**config.mk**
```make
export PLATFORM = sky130hd
export DESIGN_NAME = fel_post
export DESIGN_NICKNAME = d
export VERILOG_FILES = /design/src/fel_pkg.sv /design/src/fel_post.sv
export SDC_FILE = /design/constraint.sdc
export NUM_CORES = 2
export LEC_CHECK = 0
export BUFFER_PORTS_ARGS = -buffer_cell sky130_fd_sc_hd__buf_2
export CAP_MARGIN = 20
export CORE_MARGIN = 10
export CORE_UTILIZATION = 43
export CTS_BUF_LIST = sky130_fd_sc_hd__clkbuf_8
export CTS_CLUSTER_SIZE = 10
export DETAILED_ROUTE_END_ITERATION = 10
export PLACE_DENSITY = 0.55
export SLEW_MARGIN = 0
export SYNTH_ARGS = -nofsm -noshare
export SYNTH_HDL_FRONTEND = slang
export SYNTH_SLANG_ARGS = --single-unit
```
**constraint.sdc**
```tcl
create_clock -name clock -period 10.3 [get_ports clock]
set_input_delay 1.03 -clock clock [delete_from_list [all_inputs] [get_ports clock]]
set_output_delay 1.03 -clock clock [all_outputs]
set_load 0.01 [all_outputs]
```
**src/fel_pkg.sv**
```systemverilog
// shared constants and types for the framed energy block
package fel_pkg;
   localparam int MaxFrame   = 1024;
   localparam int SampleBits = 16;
   localparam int PtrBits    = $clog2(MaxFrame);
   localparam int LenBits    = 11;
   localparam int EnergyBits = 41;
   localparam int IndexBits  = 32;
   localparam int SquareBits = 2 * SampleBits;
   localparam int CsrIdxBits = 2;
   localparam int CsrDataBits = 11;
   localparam logic [17:0] LogCoef = 18'd197283;

   localparam logic [CsrIdxBits-1:0] CsrFrameSize  = 2'd0;
   localparam logic [CsrIdxBits-1:0] CsrFrameShift = 2'd1;
   localparam logic [CsrIdxBits-1:0] CsrNormalize  = 2'd2;
   localparam logic [CsrIdxBits-1:0] CsrLogMode    = 2'd3;

   typedef logic [EnergyBits-1:0] energy_type;
   typedef logic [IndexBits-1:0]  index_type;

   typedef struct packed {
      logic       start;
      logic       normalize;
      logic       log_en;
      energy_type sum;
      logic [LenBits-1:0] size;
   } job_type;

   // clamp a length register to 1..MaxFrame
   function automatic logic [LenBits-1:0] clamp_len(input logic [LenBits-1:0] v);
      logic [LenBits-1:0] r;
      r = v;
      if (v == '0) r = LenBits'(1);
      else if (v > LenBits'(MaxFrame)) r = LenBits'(MaxFrame);
      return r;
   endfunction
endpackage

```
**src/fel_post.sv**
```systemverilog
// serial unit shared by an optional restoring divide and an optional log2 by repeated squaring
module fel_post (
   input  logic                  clock,
   input  logic                  reset,
   input  fel_pkg::job_type      job,
   output logic                  done,
   output fel_pkg::energy_type   result
);
   import fel_pkg::*;

   typedef enum logic [2:0] {IDLE, DIV, NORM, SQR, MUL, FIN} state_type;

   state_type state_ff;
   logic [5:0] cnt_ff;
   energy_type quo_ff;
   logic [LenBits:0] rem_ff;
   logic [5:0] k_ff;
   logic [31:0] m_ff;
   logic [15:0] frac_ff;
   logic [39:0] prod_ff;
   logic done_ff;
   logic log_ff;
   logic [LenBits-1:0] size_ff;

   logic [LenBits:0] rem_sh;
   logic [63:0] sq;
   logic [21:0] lval;
   logic [5:0] top_bit;
   logic [31:0] m_init;

   assign rem_sh = {rem_ff[LenBits-1:0], quo_ff[EnergyBits-1]};
   assign sq = 64'(m_ff) * 64'(m_ff);
   assign lval = {k_ff, frac_ff};
   assign done = done_ff;
   assign result = quo_ff;

   // top bit position found by a priority scan of the word
   always_comb begin
      top_bit = '0;
      for (int i = 0; i < EnergyBits; i++) begin
         if (quo_ff[i]) top_bit = 6'(i);
      end
      if (top_bit >= 6'd31) m_init = 32'(quo_ff >> (top_bit - 6'd31));
      else m_init = 32'(quo_ff << (6'd31 - top_bit));
   end

   always_ff @(posedge clock) begin
      done_ff <= 1'b0;
      if (reset) begin
         state_ff <= IDLE;
      end else begin
         case (state_ff)
            IDLE: if (job.start) begin
               quo_ff  <= job.sum;
               rem_ff  <= '0;
               size_ff <= job.size;
               log_ff  <= job.log_en;
               cnt_ff  <= 6'(EnergyBits);
               if (job.normalize) state_ff <= DIV;
               else if (job.log_en) state_ff <= NORM;
               else begin
                  done_ff <= 1'b1;
               end
               if (!job.normalize && !job.log_en) state_ff <= IDLE;
            end
            DIV: begin
               // one quotient bit per cycle
               if (rem_sh >= {1'b0, size_ff}) begin
                  rem_ff <= rem_sh - {1'b0, size_ff};
                  quo_ff <= {quo_ff[EnergyBits-2:0], 1'b1};
               end else begin
                  rem_ff <= rem_sh;
                  quo_ff <= {quo_ff[EnergyBits-2:0], 1'b0};
               end
               cnt_ff <= cnt_ff - 6'd1;
               if (cnt_ff == 6'd1) begin
                  if (log_ff) state_ff <= NORM;
                  else begin
                     state_ff <= IDLE;
                     done_ff  <= 1'b1;
                  end
               end
            end
            NORM: begin
               if (quo_ff == '0) begin
                  state_ff <= IDLE;
                  done_ff  <= 1'b1;
               end else begin
                  k_ff     <= top_bit;
                  m_ff     <= m_init;
                  state_ff <= SQR;
                  cnt_ff   <= 6'd16;
                  frac_ff  <= '0;
               end
            end
            SQR: begin
               if (sq[63]) begin
                  m_ff    <= sq[63:32];
                  frac_ff <= {frac_ff[14:0], 1'b1};
               end else begin
                  m_ff    <= sq[62:31];
                  frac_ff <= {frac_ff[14:0], 1'b0};
               end
               cnt_ff <= cnt_ff - 6'd1;
               if (cnt_ff == 6'd1) state_ff <= MUL;
            end
            MUL: begin
               prod_ff  <= 40'(lval) * 40'(LogCoef) + 40'(1 << 23);
               state_ff <= FIN;
            end
            FIN: begin
               quo_ff   <= EnergyBits'(prod_ff >> 24);
               done_ff  <= 1'b1;
               state_ff <= IDLE;
            end
            default: state_ff <= IDLE;
         endcase
      end
   end
endmodule

```
======== Word level (Yosys, flattened, before mapping) ========
Index checks and enable logic that the tools add are counted.
cells by class
  muxes and demuxes ....................... 72
  bitwise operators ....................... 2
  reductions and logical operators ........ 18
  shift-type cells ........................ 2
  multiply operators ...................... 2
  magnitude comparators ................... 2
  equal/unequal tests ..................... 11
  add/subtract/negate cells ............... 5
operator list
  operator                                              count
  two-way mux 6 bit                                     39
  one-hot mux 41 bit (3 select lines)                   1
  two-way mux 32 bit                                    3
  multiplier 32 x 32 -> 64 bit                          1
  one-hot mux 32 bit (2 select lines)                   1
  zero test 41 bit                                      1
  two-way mux 41 bit                                    1
  << shifter 41 x 6 -> 32 bit                           1
  >> shifter 41 x 6 -> 32 bit                           1
  adder 40 x 24 -> 40 bit (second input constant)       1
  multiplier 22 x 18 -> 40 bit (second input constant)  1
  one-hot mux 16 bit (2 select lines)                   1
  two-way mux 11 bit                                    2
  one-hot mux 11 bit (2 select lines)                   1
  two-way mux 3 bit                                     6
  one-hot mux 6 bit (3 select lines)                    1
  two-way mux 16 bit                                    1
  one-hot mux 3 bit (5 select lines)                    1
  AND reduction 3 bit                                   5
  greater-or-equal comparator 12 x 11 -> 1 bit          1
  subtractor 11 bit                                     1
  two-way mux 1 bit                                     9
  two-way mux 2 bit                                     4
  != test 2 bit (second input constant)                 4
  other kinds (19)                                      26
storage, ports and cells
  register bits ........................... 168
  output and inout port bits .............. 42

======== Longest topological paths before layout ========
  depth after elaboration ................. 45
  mapped depth ............................ 34
  gate-level depth less buffers ........... 30

======== Least setup slack after synthesis ========
Ideal clock, no wire load.
  path kind ............................... reg2reg
  start ................................... register m_ff[15]
  end ..................................... register m_ff[22], data pin
  clock period less this slack ............ 8.219 ns
  arrival time ............................ 7.952 ns
  required time ........................... 10.033 ns
  stages on the path, launching flop included .. 31
  slack ................................... 2.081 ns
  buffers on the path ..................... 5
  cells stage by stage .................... edfxtp_1 -> clkbuf_1 -> clkbuf_1 -> nand2_1 -> fa_1 -> inv_1 -> fa_1 -> inv_1 -> fa_1 -> fa_1 -> fa_1 -> fa_1 -> inv_1 -> fa_1 -> inv_1 -> fa_1 -> inv_1 -> ha_1 -> buf_2 -> a21oi_1 -> a21boi_0 -> a2111oi_0 -> o211ai_1 -> and3_1 -> o21ai_0 -> a31oi_1 -> a21oi_2 -> buf_2 -> buf_2 -> mux2i_1 -> a21oi_2
on the way
  word-level cells in the longest chain between the ends .. 3
RTL lines
  what                                 RTL line         text
  start: declaration                   fel_post.sv:18   logic [31:0] m_ff;
  start signal: assignment             fel_post.sv:90   m_ff <= m_init;
  start signal: assignment             fel_post.sv:98   m_ff <= sq[63:32];
  start signal: assignment             fel_post.sv:101  m_ff <= sq[62:31];
  multiplier 32 x 32 -> 64 bit         fel_post.sv:32   assign sq = 64'(m_ff) * 64'(m_ff);
  two-way mux 32 bit                   fel_post.sv:97   if (sq[63]) begin
  one-hot mux 32 bit (2 select lines)  fel_post.sv:52   case (state_ff)
Every way passes these cells.
A chain may end at the register's enable or synchronous reset.

======== Worst setup path in the final report ========
  start ................................... register m_ff[9]
  end ..................................... register m_ff[21], data pin
The elaborated chain is that of the path after synthesis.

==> metrics.txt <==
setup violators final 0; RePlAce Congestion 0.9174; die area 115700 µm²; pin count of the biggest net entering global routing 49; IO Count 99; post-synthesis sequential area ratio 9.717%; hold path startpoint rem_ff[6]$_SDFFCE_PN0P_; grt ovf 0; Max Cap Violations 0; Clock transition at path regs 120 ps; die width 340.2 µm; crit path capture type register; status finished, final reports clean; Slew HR 17.96%; slowest stage delay, CP 950 ps; critical path type register to register; DIE HEIGHT 340.2 µm; reg2reg path depth 25; DRT antenna net count 0; worst skew pair latency 540 ps; layout cell share with drive strength beyond 1 6.662%; Tightest Hold Check Type register to register; required time of the critical path 10550 ps; Post-synth ARST share 0%; Initial Util 43.33%; R2R Setup Slk 600 ps; clock buffer depth 2; Port Buffer Count 98; Crit path arrival time 9950 ps; Routed WL per cell 20.81 µm; Post-synth EDFFs 140; Cell variety after synth 82; CP max FO 16; worst reg2reg startpoint m_ff[9]$_DFFE_PP_; vias in the first global route 34690; CTS Buf Count 17; WHS Endpoint rem_ff[7]$_SDFFCE_PN0P_; antenna violations before repair 0; fin crit share 94.22%; final slew viol count 0; TritonCTS clock tree done; final hold vios 0; clk sink count 144; dominant synthesized flop cell edfxtp_1; Mapped Area 44090 µm²; dpl hpwl 104.3 mm; Slowest-stage cell, CP edfxtp_1; Mapped Nets 6090; WHS Path Cells 2; clk_skew 36.91 ps; total wire length 126.2 mm; routed vias 31610; Mean Syn Cell Area 9.441 µm²; RSZ-0062 raised after global routing false; RR Endpoint m_ff[21]$_DFFE_PP_; most used cell along the critical path fa_1; nets 6105; Setup TNS Final 0 ps; via-per-instance ratio 5.210; Hold WS 631.7 ps; Worst Setup Start Kind register; Fmax achieved 0.1030 GHz; #FFs+latches synth 144; Non-Filler Instances 6066; drt pass-1 iters 6; DRC 0; ant diodes 0; first-pass GRT wire length 202.1 mm; root buf cell clkbuf_8; post-placement cell count 6017; Least-Margin Pin Slew 1215 ps; Area Overhead vs Synth 6.170%; Total GRT Usage 22.29%; 1st-iter DRT viols 2202; CTS H-tree lvls 4; fin crit period 9705 ps; YS warnings 0; Post-Synthesis Cells 4670; Core ar. 101700 µm²; row count 117
[layout make-up]
| type | instances | area [µm²] |
|---|---|---|
| fill | 9976 | 54930 |
| multi-input combinational | 3133 | 34580 |
| inverter | 1186 | 4454 |
| sequential | 144 | 4284 |
| tap | 1368 | 1712 |
| timing repair buffer | 203 | 1351 |
| clock buffer | 17 | 234.0 |
| clock inverter | 15 | 192.7 |
[flip-flops by register name (all words and copies together) (netlist names)]
register  cells
result       41
m_ff         32
frac_ff      16
prod_ff      16
rem_ff       11
size_ff      11
cnt_ff        6
k_ff          6
state_ff      3
done          1
log_ff        1
[through the flow]
stage | instance area [µm²] | util [%] | worst slack, ps
after global placement | 46210 | 45.42 | 373.2
after global routing | 46810 | 46.01 | 226.7
after floorplan | 44090 | - | 2081
after detailed placement | 46210 | 45.42 | 252.8
final | 46810 | 46.01 | 595.2
after CTS | 46630 | 45.84 | 205.5
[worst max path at each step]
stage | cells after the start | from | slack (ps) | endpoint
after floorplan | 30 | m_ff[15]$_DFFE_PP_ | 2080 | m_ff[22]$_DFFE_PP_
after global placement | 28 | m_ff[2]$_DFFE_PP_ | 370 | m_ff[4]$_DFFE_PP_
after detailed placement | 28 | m_ff[2]$_DFFE_PP_ | 250 | m_ff[4]$_DFFE_PP_
after CTS | 28 | m_ff[2]$_DFFE_PP_ | 210 | m_ff[24]$_DFFE_PP_
after global routing | 32 | m_ff[3]$_DFFE_PP_ | 230 | m_ff[30]$_DFFE_PP_
final | 25 | m_ff[9]$_DFFE_PP_ | 600 | m_ff[21]$_DFFE_PP_
[cells by family after synthesis]
family | share of synthesized area [%]
compound gates | 7.132
xor+xnor | 1.473
fa+ha+maj | 53.73
buf+inv | 11.99
flops | 9.717
mux | 5.210
simple gates | 10.74
[per-layer routing]
metal	global-route usage, %	wire length, µm	up-vias
met5	0	0	-
met3	2.396	5515	191
met1	28.53	52930	16100
met4	7.059	4526	0
met2	39.21	63250	803
li1	-	-	14510
[cell usage after synthesis, types with 11 or more instances]
library cell	count	area [µm²]
a211oi_1	33	247.7
a21o_1	40	300.3
a21oi_1	112	560.5
a221oi_1	15	131.4
a22oi_1	12	90.09
a31oi_1	22	137.6
and2_1	194	1214
and3_1	27	168.9
buf_1	11	41.29
buf_2	24	120.1
clkbuf_1	168	630.6
edfxtp_1	140	4204
fa_1	884	17700
ha_1	479	5993
inv_1	1174	4407
mux2_2	14	157.7
mux2i_1	153	1531
mux4_2	27	608.1
nand2_1	422	1584
nand3_1	29	145.1
nor2_1	221	829.6
nor2b_1	19	118.9
nor3_1	44	220.2
nor4_1	20	125.1
o21a_1	15	112.6
o21ai_0	120	600.6
o31ai_1	12	90.09
xnor2_1	48	420.4
xor2_1	23	201.4
[critical path, delay by kind of cell (launching register included)]
family / cells / cell delay [ps]
compound gates: 8 / 2410
fa+ha+maj: 9 / 4420
buf+inv: 5 / 1090
flops: 1 / 950
simple gates: 3 / 530
[repair_timing]
action                                  CTS  global route
endpoints found under the setup margin    0            30
buffers inserted                          0            15
resized for setup                         0             0
hold buffers                              0             0
[cells in the final DEF (no fill, tap or decap), drive strengths merged, types with 6 or more instances in the layout]
cell type  count
and3          27
ha           479
mux2i        153
edfxtp       140
a311oi         6
o21bai         6
o21a          15
buf          202
o31a           7
a21oi        114
nand2b        10
a211o          6
o21ai        122
and2         194
xnor2         49
a221oi        15
or2           11
a2111oi        6
nor2b         19
o31ai         13
mux4          27
nand3         29
mux2          14
a21o          40
a211oi        33
o2111ai        6
nor2         221
clkbuf        18
inv         1188
nor3          45
fa           884
a31oi         23
nor4          21
o211ai        11
a22oi         12
nand4          9
clkinv        11
nand2        422
xor2          23
a21boi        10
Power is not shown: default switching activity piles up to over one toggle a cycle in this logic, so the estimate is an artifact.
